===== src/rtl/json_string_unescaper_core_macros.svh =====
// ----------------------------------------------------------------------------
// json_string_unescaper_core_macros - assertion helpers
// Concurrent assertion wrappers, clocked on clk and disabled in reset.
// ----------------------------------------------------------------------------
`ifndef JSON_STRING_UNESCAPER_CORE_MACROS_SVH
`define JSON_STRING_UNESCAPER_CORE_MACROS_SVH

// same-cycle implication
`define JSU_ASSERT_NOW(label, ante, cons, msg) \
	label: assert property (@(posedge clk) disable iff (!arst_n) (ante) |-> (cons)) \
		else $error(msg);

// next-cycle implication
`define JSU_ASSERT_NEXT(label, ante, cons, msg) \
	label: assert property (@(posedge clk) disable iff (!arst_n) (ante) |=> (cons)) \
		else $error(msg);

`endif


===== src/rtl/jsu_pkg.sv =====
// ----------------------------------------------------------------------------
// jsu_pkg - shared types and constants of the JSON string unescaper
// Status codes, escape phases and the byte codes the decoder reacts to.
// ----------------------------------------------------------------------------
`default_nettype none

package jsu_pkg;

	// result status codes
	typedef enum logic [2:0] {
		ST_OK          = 3'd0,
		ST_UNKNOWN_ESC = 3'd1,
		ST_TRUNCATED   = 3'd2,
		ST_BAD_HEX     = 3'd3,
		ST_BAD_UNIT    = 3'd4,
		ST_BAD_PAIR    = 3'd5
	} status_t;

	// position inside an escape sequence
	typedef enum logic [3:0] {
		PH_TEXT    = 4'd0,
		PH_ESC     = 4'd1,
		PH_HEX1    = 4'd2,
		PH_WAIT_BS = 4'd3,
		PH_WAIT_U  = 4'd4,
		PH_HEX2    = 4'd5
	} phase_t;

	// bytes with meaning after a backslash
	localparam logic [7:0] CH_BSLASH = 8'h5C;
	localparam logic [7:0] CH_QUOTE  = 8'h22;
	localparam logic [7:0] CH_SLASH  = 8'h2F;
	localparam logic [7:0] CH_U      = 8'h75;
	localparam logic [7:0] CH_B      = 8'h62;
	localparam logic [7:0] CH_F      = 8'h66;
	localparam logic [7:0] CH_N      = 8'h6E;
	localparam logic [7:0] CH_R      = 8'h72;
	localparam logic [7:0] CH_T      = 8'h74;

	// control codes the short escapes turn into
	localparam logic [7:0] CC_BS = 8'h08;
	localparam logic [7:0] CC_FF = 8'h0C;
	localparam logic [7:0] CC_LF = 8'h0A;
	localparam logic [7:0] CC_CR = 8'h0D;
	localparam logic [7:0] CC_HT = 8'h09;

	// UTF-16 surrogate ranges
	localparam logic [15:0] HI_SURR_MIN = 16'hD800;
	localparam logic [15:0] HI_SURR_MAX = 16'hDBFF;
	localparam logic [15:0] LO_SURR_MIN = 16'hDC00;
	localparam logic [15:0] LO_SURR_MAX = 16'hDFFF;
	localparam logic [20:0] SUPP_BASE   = 21'h10000;

	// UTF-8 size limits and lead / continuation marks
	localparam logic [20:0] UTF8_1_LIM = 21'h00080;
	localparam logic [20:0] UTF8_2_LIM = 21'h00800;
	localparam logic [20:0] UTF8_3_LIM = 21'h10000;
	localparam logic [7:0]  LEAD_2     = 8'hC0;
	localparam logic [7:0]  LEAD_3     = 8'hE0;
	localparam logic [7:0]  LEAD_4     = 8'hF0;
	localparam logic [7:0]  CONT_MARK  = 8'h80;

endpackage

`default_nettype wire


===== src/rtl/jsu_if.sv =====
// ----------------------------------------------------------------------------
// jsu_if - stream channels of the JSON string unescaper
// Escaped input bytes and unescaped result words, valid/ready handshake.
// ----------------------------------------------------------------------------
`default_nettype none

// escaped string bytes
interface jsu_raw_if;
	logic       valid;
	logic       ready;
	logic [7:0] in_byte;
	logic       in_last;

	modport source (output valid, output in_byte, output in_last, input ready);
	modport sink   (input valid, input in_byte, input in_last, output ready);
endinterface

// unescaped result words
interface jsu_text_if;
	logic       valid;
	logic       ready;
	logic [7:0] out_byte;
	logic       out_last;
	logic [2:0] status;

	modport source (output valid, output out_byte, output out_last, output status,
		input ready);
	modport sink   (input valid, input out_byte, input out_last, input status,
		output ready);
endinterface

`default_nettype wire


===== src/rtl/json_string_unescaper_core.sv =====
// ----------------------------------------------------------------------------
// json_string_unescaper_core - JSON string body unescaper
// Decodes escapes and \u sequences (with surrogate pairs) into UTF-8 bytes.
// ----------------------------------------------------------------------------
// Each input byte waits in an input register for a free result register and
// is decoded in a single pass into a group of 0 to 5 words (up to four UTF-8
// bytes plus the terminator or error word). While the receiver is ready, the
// group drains at one word per cycle and plain text streams at one byte per
// clock. A byte passes the input and then the result register before its
// first word shows; one that yields k words holds the result register until
// all k drain, and the next group waits. The single-word output port sets the
// rate. On an error a single status word closes the string and the remaining
// bytes up to the one marked last are swallowed.
`default_nettype none

module json_string_unescaper_core
	import jsu_pkg::*;
(
	input  wire              clk,
	input  wire              arst_n,
	jsu_raw_if.sink          raw,
	jsu_text_if.source       text
);

	// input register
	logic       valid_s1;
	logic [7:0] byte_s1;
	logic       last_s1;

	// decoder state
	phase_t      phase_q;
	logic [15:0] acc_q;
	logic [1:0]  dcnt_q;
	logic [9:0]  hs_q;
	logic        drop_q;

	// result group register
	logic [7:0] grp_byte_q [4];
	logic [2:0] grp_data_q;
	logic [2:0] grp_total_q;
	logic [2:0] grp_idx_q;
	status_t    grp_st_q;

	// next-state and group contents
	phase_t      phase_d;
	logic [15:0] acc_d;
	logic [1:0]  dcnt_d;
	logic [9:0]  hs_d;
	logic        drop_d;
	logic [7:0]  dat [4];
	logic [2:0]  ndat;
	logic        tail;
	status_t     tail_st;
	status_t     err;
	logic        enc;
	logic [20:0] cp;
	logic        hex_ok;
	logic [3:0]  hex_val;

	logic grp_free;
	logic proc;
	logic out_fire;

	// hex digit value
	function automatic logic [4:0] hex_digit(input logic [7:0] b);
		logic [4:0] r;
		r = 5'b0;
		if (b >= 8'h30 && b <= 8'h39)
			r = {1'b1, 4'(b - 8'h30)};
		else if (b >= 8'h41 && b <= 8'h46)
			r = {1'b1, 4'(b - 8'h37)};
		else if (b >= 8'h61 && b <= 8'h66)
			r = {1'b1, 4'(b - 8'h57)};
		return r;
	endfunction

	// handshake
	assign out_fire  = text.valid && text.ready;
	assign grp_free  = (grp_idx_q == grp_total_q) ||
		(text.ready && (3'(grp_idx_q + 3'd1) == grp_total_q));
	assign proc      = valid_s1 && grp_free;
	assign raw.ready = !valid_s1 || proc;

	// input register
	always_ff @(posedge clk or negedge arst_n) begin
		if (!arst_n) begin
			valid_s1 <= 1'b0;
		end else if (raw.ready) begin
			valid_s1 <= raw.valid;
		end
	end

	always_ff @(posedge clk) begin
		if (raw.ready && raw.valid) begin
			byte_s1 <= raw.in_byte;
			last_s1 <= raw.in_last;
		end
	end

	assign {hex_ok, hex_val} = hex_digit(byte_s1);

	// decode one byte
	always_comb begin
		phase_d = phase_q;
		acc_d   = acc_q;
		dcnt_d  = dcnt_q;
		hs_d    = hs_q;
		drop_d  = drop_q;
		for (int i = 0; i < 4; i++) dat[i] = 8'h00;
		ndat    = 3'd0;
		tail    = 1'b0;
		tail_st = ST_OK;
		err     = ST_OK;
		enc     = 1'b0;
		cp      = 21'b0;

		if (drop_q) begin
			if (last_s1) begin
				drop_d  = 1'b0;
				phase_d = PH_TEXT;
				acc_d   = 16'b0;
				dcnt_d  = 2'b0;
				hs_d    = 10'b0;
			end
		end else begin
			case (phase_q)
				PH_ESC: begin
					phase_d = PH_TEXT;
					ndat    = 3'd1;
					case (byte_s1)
						CH_B: dat[0] = CC_BS;
						CH_F: dat[0] = CC_FF;
						CH_N: dat[0] = CC_LF;
						CH_R: dat[0] = CC_CR;
						CH_T: dat[0] = CC_HT;
						CH_QUOTE, CH_BSLASH, CH_SLASH: dat[0] = byte_s1;
						CH_U: begin
							ndat    = 3'd0;
							phase_d = PH_HEX1;
							acc_d   = 16'b0;
							dcnt_d  = 2'b0;
						end
						default: begin
							ndat = 3'd0;
							err  = ST_UNKNOWN_ESC;
						end
					endcase
				end
				PH_HEX1, PH_HEX2: begin
					if (!hex_ok) begin
						err = ST_BAD_HEX;
					end else begin
						acc_d = {acc_q[11:0], hex_val};
						if (dcnt_q != 2'd3) begin
							dcnt_d = 2'(dcnt_q + 2'd1);
						end else begin
							dcnt_d = 2'd0;
							if (phase_q == PH_HEX1) begin
								if (acc_d == 16'b0 ||
									(acc_d >= LO_SURR_MIN && acc_d <= LO_SURR_MAX)) begin
									err = ST_BAD_UNIT;
								end else if (acc_d >= HI_SURR_MIN && acc_d <= HI_SURR_MAX) begin
									hs_d    = acc_d[9:0];
									phase_d = PH_WAIT_BS;
								end else begin
									cp      = {5'b0, acc_d};
									enc     = 1'b1;
									phase_d = PH_TEXT;
								end
							end else begin
								if (acc_d < LO_SURR_MIN || acc_d > LO_SURR_MAX) begin
									err = ST_BAD_PAIR;
								end else begin
									cp      = SUPP_BASE + {1'b0, hs_q, acc_d[9:0]};
									enc     = 1'b1;
									phase_d = PH_TEXT;
								end
							end
						end
					end
				end
				PH_WAIT_BS: begin
					if (byte_s1 == CH_BSLASH) phase_d = PH_WAIT_U;
					else err = ST_BAD_PAIR;
				end
				PH_WAIT_U: begin
					if (byte_s1 == CH_U) begin
						phase_d = PH_HEX2;
						acc_d   = 16'b0;
						dcnt_d  = 2'b0;
					end else begin
						err = ST_BAD_PAIR;
					end
				end
				default: begin
					phase_d = PH_TEXT;
					if (byte_s1 == CH_BSLASH) begin
						phase_d = PH_ESC;
					end else begin
						dat[0] = byte_s1;
						ndat   = 3'd1;
					end
				end
			endcase

			// UTF-8 encoding of a finished code point
			if (enc) begin
				if (cp < UTF8_1_LIM) begin
					dat[0] = cp[7:0];
					ndat   = 3'd1;
				end else if (cp < UTF8_2_LIM) begin
					dat[0] = LEAD_2 | {3'b0, cp[10:6]};
					dat[1] = CONT_MARK | {2'b0, cp[5:0]};
					ndat   = 3'd2;
				end else if (cp < UTF8_3_LIM) begin
					dat[0] = LEAD_3 | {4'b0, cp[15:12]};
					dat[1] = CONT_MARK | {2'b0, cp[11:6]};
					dat[2] = CONT_MARK | {2'b0, cp[5:0]};
					ndat   = 3'd3;
				end else begin
					dat[0] = LEAD_4 | {5'b0, cp[20:18]};
					dat[1] = CONT_MARK | {2'b0, cp[17:12]};
					dat[2] = CONT_MARK | {2'b0, cp[11:6]};
					dat[3] = CONT_MARK | {2'b0, cp[5:0]};
					ndat   = 3'd4;
				end
			end

			// closing word: error, or end of string
			if (err != ST_OK) begin
				tail    = 1'b1;
				tail_st = err;
				drop_d  = !last_s1;
			end else if (last_s1) begin
				tail    = 1'b1;
				tail_st = (phase_d != PH_TEXT) ? ST_TRUNCATED : ST_OK;
			end
			if (tail) begin
				phase_d = PH_TEXT;
				acc_d   = 16'b0;
				dcnt_d  = 2'b0;
				hs_d    = 10'b0;
			end
		end
	end

	// decoder state register
	always_ff @(posedge clk or negedge arst_n) begin
		if (!arst_n) begin
			phase_q <= PH_TEXT;
			acc_q   <= 16'b0;
			dcnt_q  <= 2'b0;
			hs_q    <= 10'b0;
			drop_q  <= 1'b0;
		end else if (proc) begin
			phase_q <= phase_d;
			acc_q   <= acc_d;
			dcnt_q  <= dcnt_d;
			hs_q    <= hs_d;
			drop_q  <= drop_d;
		end
	end

	// result group counters
	always_ff @(posedge clk or negedge arst_n) begin
		if (!arst_n) begin
			grp_total_q <= 3'd0;
			grp_idx_q   <= 3'd0;
		end else if (proc) begin
			grp_total_q <= 3'(ndat + {2'b0, tail});
			grp_idx_q   <= 3'd0;
		end else if (out_fire) begin
			grp_idx_q   <= 3'(grp_idx_q + 3'd1);
		end
	end

	// result group payload
	always_ff @(posedge clk) begin
		if (proc) begin
			grp_byte_q <= dat;
			grp_data_q <= ndat;
			grp_st_q   <= tail_st;
		end
	end

	// output word select
	assign text.valid    = (grp_idx_q != grp_total_q);
	assign text.out_last = (grp_idx_q >= grp_data_q);
	assign text.out_byte = text.out_last ? 8'h00 : grp_byte_q[grp_idx_q[1:0]];
	assign text.status   = text.out_last ? grp_st_q : ST_OK;

	`include "json_string_unescaper_core_macros.svh"

	`JSU_ASSERT_NOW(a_status_closes, text.valid && text.status != ST_OK, text.out_last, "error status word without last flag")
	`JSU_ASSERT_NOW(a_last_is_final, text.valid && text.out_last, 3'(grp_idx_q + 3'd1) == grp_total_q, "last word is not the final word of its group")
	`JSU_ASSERT_NEXT(a_s1_holds, valid_s1 && !grp_free, valid_s1 && $stable(byte_s1), "input word lost while result group busy")
	`JSU_ASSERT_NEXT(a_drop_silent, proc && drop_q, grp_total_q == 3'd0, "result produced while dropping a string")

endmodule

`default_nettype wire

===== src/flat_wrapper.sv =====
// flat-port wrapper written by rule: the top's interface ports become plain ports
module json_string_unescaper_core_flat import jsu_pkg::*;
  (clk, arst_n, raw_valid, raw_in_byte, raw_in_last, raw_ready, text_valid, text_out_byte, text_out_last, text_status, text_ready);
  jsu_raw_if raw_i ();
  jsu_text_if text_i ();
  input  wire clk;
  input  wire arst_n;
  input wire logic [$bits(raw_i.valid)-1:0] raw_valid;
  input wire logic [$bits(raw_i.in_byte)-1:0] raw_in_byte;
  input wire logic [$bits(raw_i.in_last)-1:0] raw_in_last;
  output wire logic [$bits(raw_i.ready)-1:0] raw_ready;
  output wire logic [$bits(text_i.valid)-1:0] text_valid;
  output wire logic [$bits(text_i.out_byte)-1:0] text_out_byte;
  output wire logic [$bits(text_i.out_last)-1:0] text_out_last;
  output wire logic [$bits(text_i.status)-1:0] text_status;
  input wire logic [$bits(text_i.ready)-1:0] text_ready;
  assign raw_i.valid = raw_valid;
  assign raw_i.in_byte = raw_in_byte;
  assign raw_i.in_last = raw_in_last;
  assign raw_ready = raw_i.ready;
  assign text_valid = text_i.valid;
  assign text_out_byte = text_i.out_byte;
  assign text_out_last = text_i.out_last;
  assign text_status = text_i.status;
  assign text_i.ready = text_ready;
  json_string_unescaper_core u_core (.clk(clk), .arst_n(arst_n), .raw(raw_i), .text(text_i));
endmodule

===== config.mk =====
export PLATFORM = sky130hd
export DESIGN_NAME = json_string_unescaper_core_flat
export DESIGN_NICKNAME = d
export VERILOG_FILES = /design/src/rtl/jsu_pkg.sv /design/src/rtl/jsu_if.sv /design/src/rtl/json_string_unescaper_core.sv /design/src/flat_wrapper.sv
export VERILOG_INCLUDE_DIRS = /design/src /design/src/rtl
export SDC_FILE = /design/constraint.sdc
export NUM_CORES = 1
export LEC_CHECK = 0
export BUFFER_PORTS_ARGS = -buffer_cell sky130_fd_sc_hd__clkbuf_2
export CORE_MARGIN = 2
export CORE_UTILIZATION = 56
export CTS_CLUSTER_DIAMETER = 40
export DETAILED_ROUTE_END_ITERATION = 8
export PLACE_DENSITY = 0.77
export SYNTH_ARGS = -nofsm -noshare
export SYNTH_HDL_FRONTEND = slang
export SYNTH_SLANG_ARGS = --single-unit
export TNS_END_PERCENT = 5

===== constraint.sdc =====
create_clock -name clk -period 3.1 [get_ports clk]
set_clock_uncertainty 0.05 [all_clocks]
set_input_delay 0.31 -clock clk [delete_from_list [all_inputs] [get_ports clk]]
set_output_delay 0.31 -clock clk [all_outputs]
set_load 0.1 [all_outputs]

==> metrics.md <==
| Metric | Value |
|---|---|
| Total Power | roughly 6600 µW |
| Critical path endpoint category | register |
| Initial antenna violation count | 0 |
| Critical-path cell list | inv_2 > ha_4 > a2111oi_4 > a21o_2 > and3_4 > a31oi_4 > a221o_1 > a31oi_4 > ha_2 > ha_4 > mux2_4 |
| Final hold vios | 0 |
| Crit. Startpoint | u_core.byte_s1[0] |
| Slew Limit Headroom | a little under two fifths |
| Post-synthesis register bit count | 80 |
| Cell Area, Synth | between 5000 and 6000 µm² |
| Number of CTS-inserted buffers | 9 |
| Post-synth top cells | edfxtp_1, nor2_1, dfrtp_1 |
| Top FF cell, synth | edfxtp_1 |
| Final min period | just over 3 ns |
| Syn Nets | between 500 and 600 |
| Crit path kind | register to register |
| N_diodes | 0 |
| Dpl hpwl | between 10 and 15 mm |
| CTS HTree Levels | 3 |
| Worst setup path endpoint | u_core.grp_total_q[1] |
| Vias in the first global route | approximately 4.4k |
| Hold buffers post-CTS | 0 |
| Critical-path top delay cell | edfxtp_1 |
| Pwr Density | about 1000 nW/µm² |
| Final Worst Setup Slack | ~0.036 ns |
| Mean Syn Cell Area | roughly 9.9 µm² |
| Clk sinks | 80 |
| R2r worst-path depth | 11 |
| First-pass detailed-route iteration total | 6 |
| Site Rows | 34 |
| Clock Tree Root | clkbuf_8 |
| Max-cap viol count | 0 |
| Asr flop ratio synth | 45.0% |
| Initial Util | 57.8% |
| Hold crit path type | primary input to asynchronous set/reset pin |
| Fmax | ~0.33 GHz |
| Die height | ~100 µm |
| Largest stage delay on the critical path | 0.48 ns |
| Grt met3 use | around 5.3% |
| Total gr overflow | 0 |
| Max VDD drop | between 600 and 700 µV |
| Pin count of the biggest net entering global routing | between 40 and 50 |
| Worst Path Max Fanout | 4 |
| Final Util | 74.1% |
| CP Launch Type | register |
| Largest delay share family, worst path | compound AO/OA/AOI/OAI gates |
| Synth Instances | 510 |
| Layout cells sized above 1 | between 30 and 40% |
| Grt met2 use | about half |
| CP Data Arrival Time | roughly 3.3 ns |
| Area grow syn2layout | 28.3% |
| Slew @ Worst Pin | 0.943 ns |
| GPL Wtd Cong | between 1 and 1.5 |
| Worst-Skew Late Latency | between 0.3 and 0.4 ns |
| Fill cell count | ~640 |
| Crit. path cell count | 11 |
| CTS tree | done |
| First-pass GRT wire length | 22.6 mm |
| Static Leak | around 0.0027 µW |
| Total wire length | roughly 14 mm |
| Most Crowded Layer GR | met2 |
| Post-synthesis sequential area ratio | between 40% and 50% |
| Post-synth EDFFs | 44 |
| Drt drc | 0 |
| Drt initial violations | 506 |
| Post-synth top area share | 26.1% |
| PortBufs | 26 |
| Final setup fails | 0 |
| Fin. max-slew vios | 0 |
| Worst slack at placement | -0.154 ns |
| Num ports | 27 |
| GRT met1 Usage | 40.2% |
| CORE AREA | slightly below 9000 µm² |
| RSZ-0062 raised after global routing | true |
| Worst path buffer plus inverter count | 1 |
| FF-to-FF Start | u_core.byte_s1[0] |
| Vias per inst | approximately 6.4 |
| CP required | 3.29 ns |
| Dominant cell type by area after synthesis | edfxtp_1 |
| Outcome | complete, no violations |
| Top post-synthesis cells by area | edfxtp_1, dfrtp_1, a22o_1 |
| Drt wl/cell | roughly 20 µm |
| Antenna viol nets, final | 0 |
| FF-to-FF setup slack | between 0.03 and 0.04 ns |
| Clock transition at path regs | roughly 0.080 ns |
| Number of unique standard cell types used by synthesis | 82 |
| Die area | 9820 µm² |
| Die Span X | 99.1 µm |
| Final period util | a little over nine tenths |
| Synth warnings | 0 |
| Via Count | around 4.6k |
| Layout net count | a little over 600 |
| CTS Buffer Depth | 2 |
| Global Route Usage Sum | between 20 and 30% |
| Worst reg2reg endpoint | u_core.grp_total_q[1] |
==> report_power, final <==
group,switching [µW],internal [µW]
registers,169,1590
logic,2660,1460
clock network,383,293
total,3210,3340
==> layer usage <==
layer  vias to the layer above  part of all wire [%]
li1                       2106                     -
met1                      2220                    41
met2                       233                    49
met3                        26                   7.9
met4                         0                   1.4
met5                         -                     0
==> worst min-delay path by stage <==
stage                                      to  slack, ns  cells past startpoint
after floorplan               u_core.acc_q[0]      -0.04                      0
after global placement    u_core.grp_idx_q[1]       0.43                      1
after detailed placement  u_core.grp_idx_q[2]       0.44                      1
after CTS                 u_core.grp_idx_q[2]       0.06                      1
after global routing           u_core.last_s1       0.06                      1
final                     u_core.grp_idx_q[2]       0.02                      1
==> cells in the final DEF, fill, tap and decap left out, types with 5 or more instances in the layout <==
| cell | n |
|---|---|
| mux4_2 | 7 |
| a21oi_2 | 6 |
| dfrtp_1 | 36 |
| nor3_1 | 13 |
| clkbuf_8 | 9 |
| buf_4 | 83 |
| nand2b_1 | 10 |
| and2_1 | 12 |
| nor2_1 | 39 |
| a31oi_1 | 5 |
| buf_6 | 6 |
| xnor2_1 | 5 |
| nand2_1 | 34 |
| nand4_1 | 5 |
| nor2b_2 | 5 |
| a22oi_1 | 5 |
| inv_1 | 10 |
| ha_1 | 6 |
| a21oi_1 | 31 |
| o21ai_0 | 16 |
| clkbuf_2 | 15 |
| nand3_1 | 18 |
| o211ai_1 | 6 |
| buf_12 | 11 |
| edfxtp_1 | 44 |
| and3_1 | 11 |
| mux2i_1 | 7 |
| a22o_1 | 24 |
==> registers in the layout (all words and copies together) (netlist names) <==
register,count
u_core.grp_byte_q,29
u_core.acc_q,12
u_core.hs_q,10
u_core.byte_s1,8
u_core.phase_q,4
u_core.grp_data_q,3
u_core.grp_idx_q,3
u_core.grp_st_q,3
u_core.grp_total_q,3
u_core.dcnt_q,2
u_core.drop_q,1
u_core.last_s1,1
u_core.valid_s1,1
==> cell families (layout without fill, tap and decap cells) <==
kind of cell,after synthesis,after routing,synth area share [%]
XOR/XNOR,9,9,1.56
buffers and inverters,51,144,4.40
multiplexers,19,19,5.61
flip-flops,80,80,43.9
AO/OA/AOI/OAI,142,142,20.0
AND/OR/NAND/NOR,197,197,21.5
adder cells (fa/ha/maj),12,12,2.97
==> layout make-up <==
cell class / count / area, µm² / share of cell area [%]
tap: 108 / 135 / 2.08
clock buffer: 11 / 131 / 2.02
inverter: 13 / 51.3 / 0.790
sequential: 80 / 2220 / 34.2
multi-input combinational: 379 / 2940 / 45.3
clock inverter: 5 / 31.3 / 0.481
timing repair buffer: 115 / 986 / 15.2
==> per-stage QoR <==
stage | std cells | hold WS [ns] | TNS [ns] | cell area (µm²)
4_1_cts | 699 | 0.0579 | 0 | 6210
5_1_grt | 711 | 0.0608 | -0.470 | 6500
6_report | 711 | 0.0207 | 0 | 6500
3_3_place_gp | 675 | 0.428 | -0.412 | 5920
2_1_floorplan | 510 | -0.0356 | -0.0785 | 5180
3_5_place_dp | 675 | 0.439 | -0.275 | 5920
==> worst register-to-register path: cells and delay by family, from the launching register on <==
kind	cells	cell delay, ns
AO/OA/AOI/OAI	5	1.24
buffers and inverters	1	0.11
adder cells (fa/ha/maj)	3	0.60
multiplexers	1	0.25
flip-flops	1	0.48
AND/OR/NAND/NOR	1	0.22
==> repair_timing <==
action / in CTS / in global routing
endpoints found under the hold margin: 0 / 0
pin swaps: 6 / 24
endpoints found under the setup margin: 6 / 30
buffers inserted: 8 / 13
gates resized for setup: 11 / 38
(Power assumes the default switching activity.)
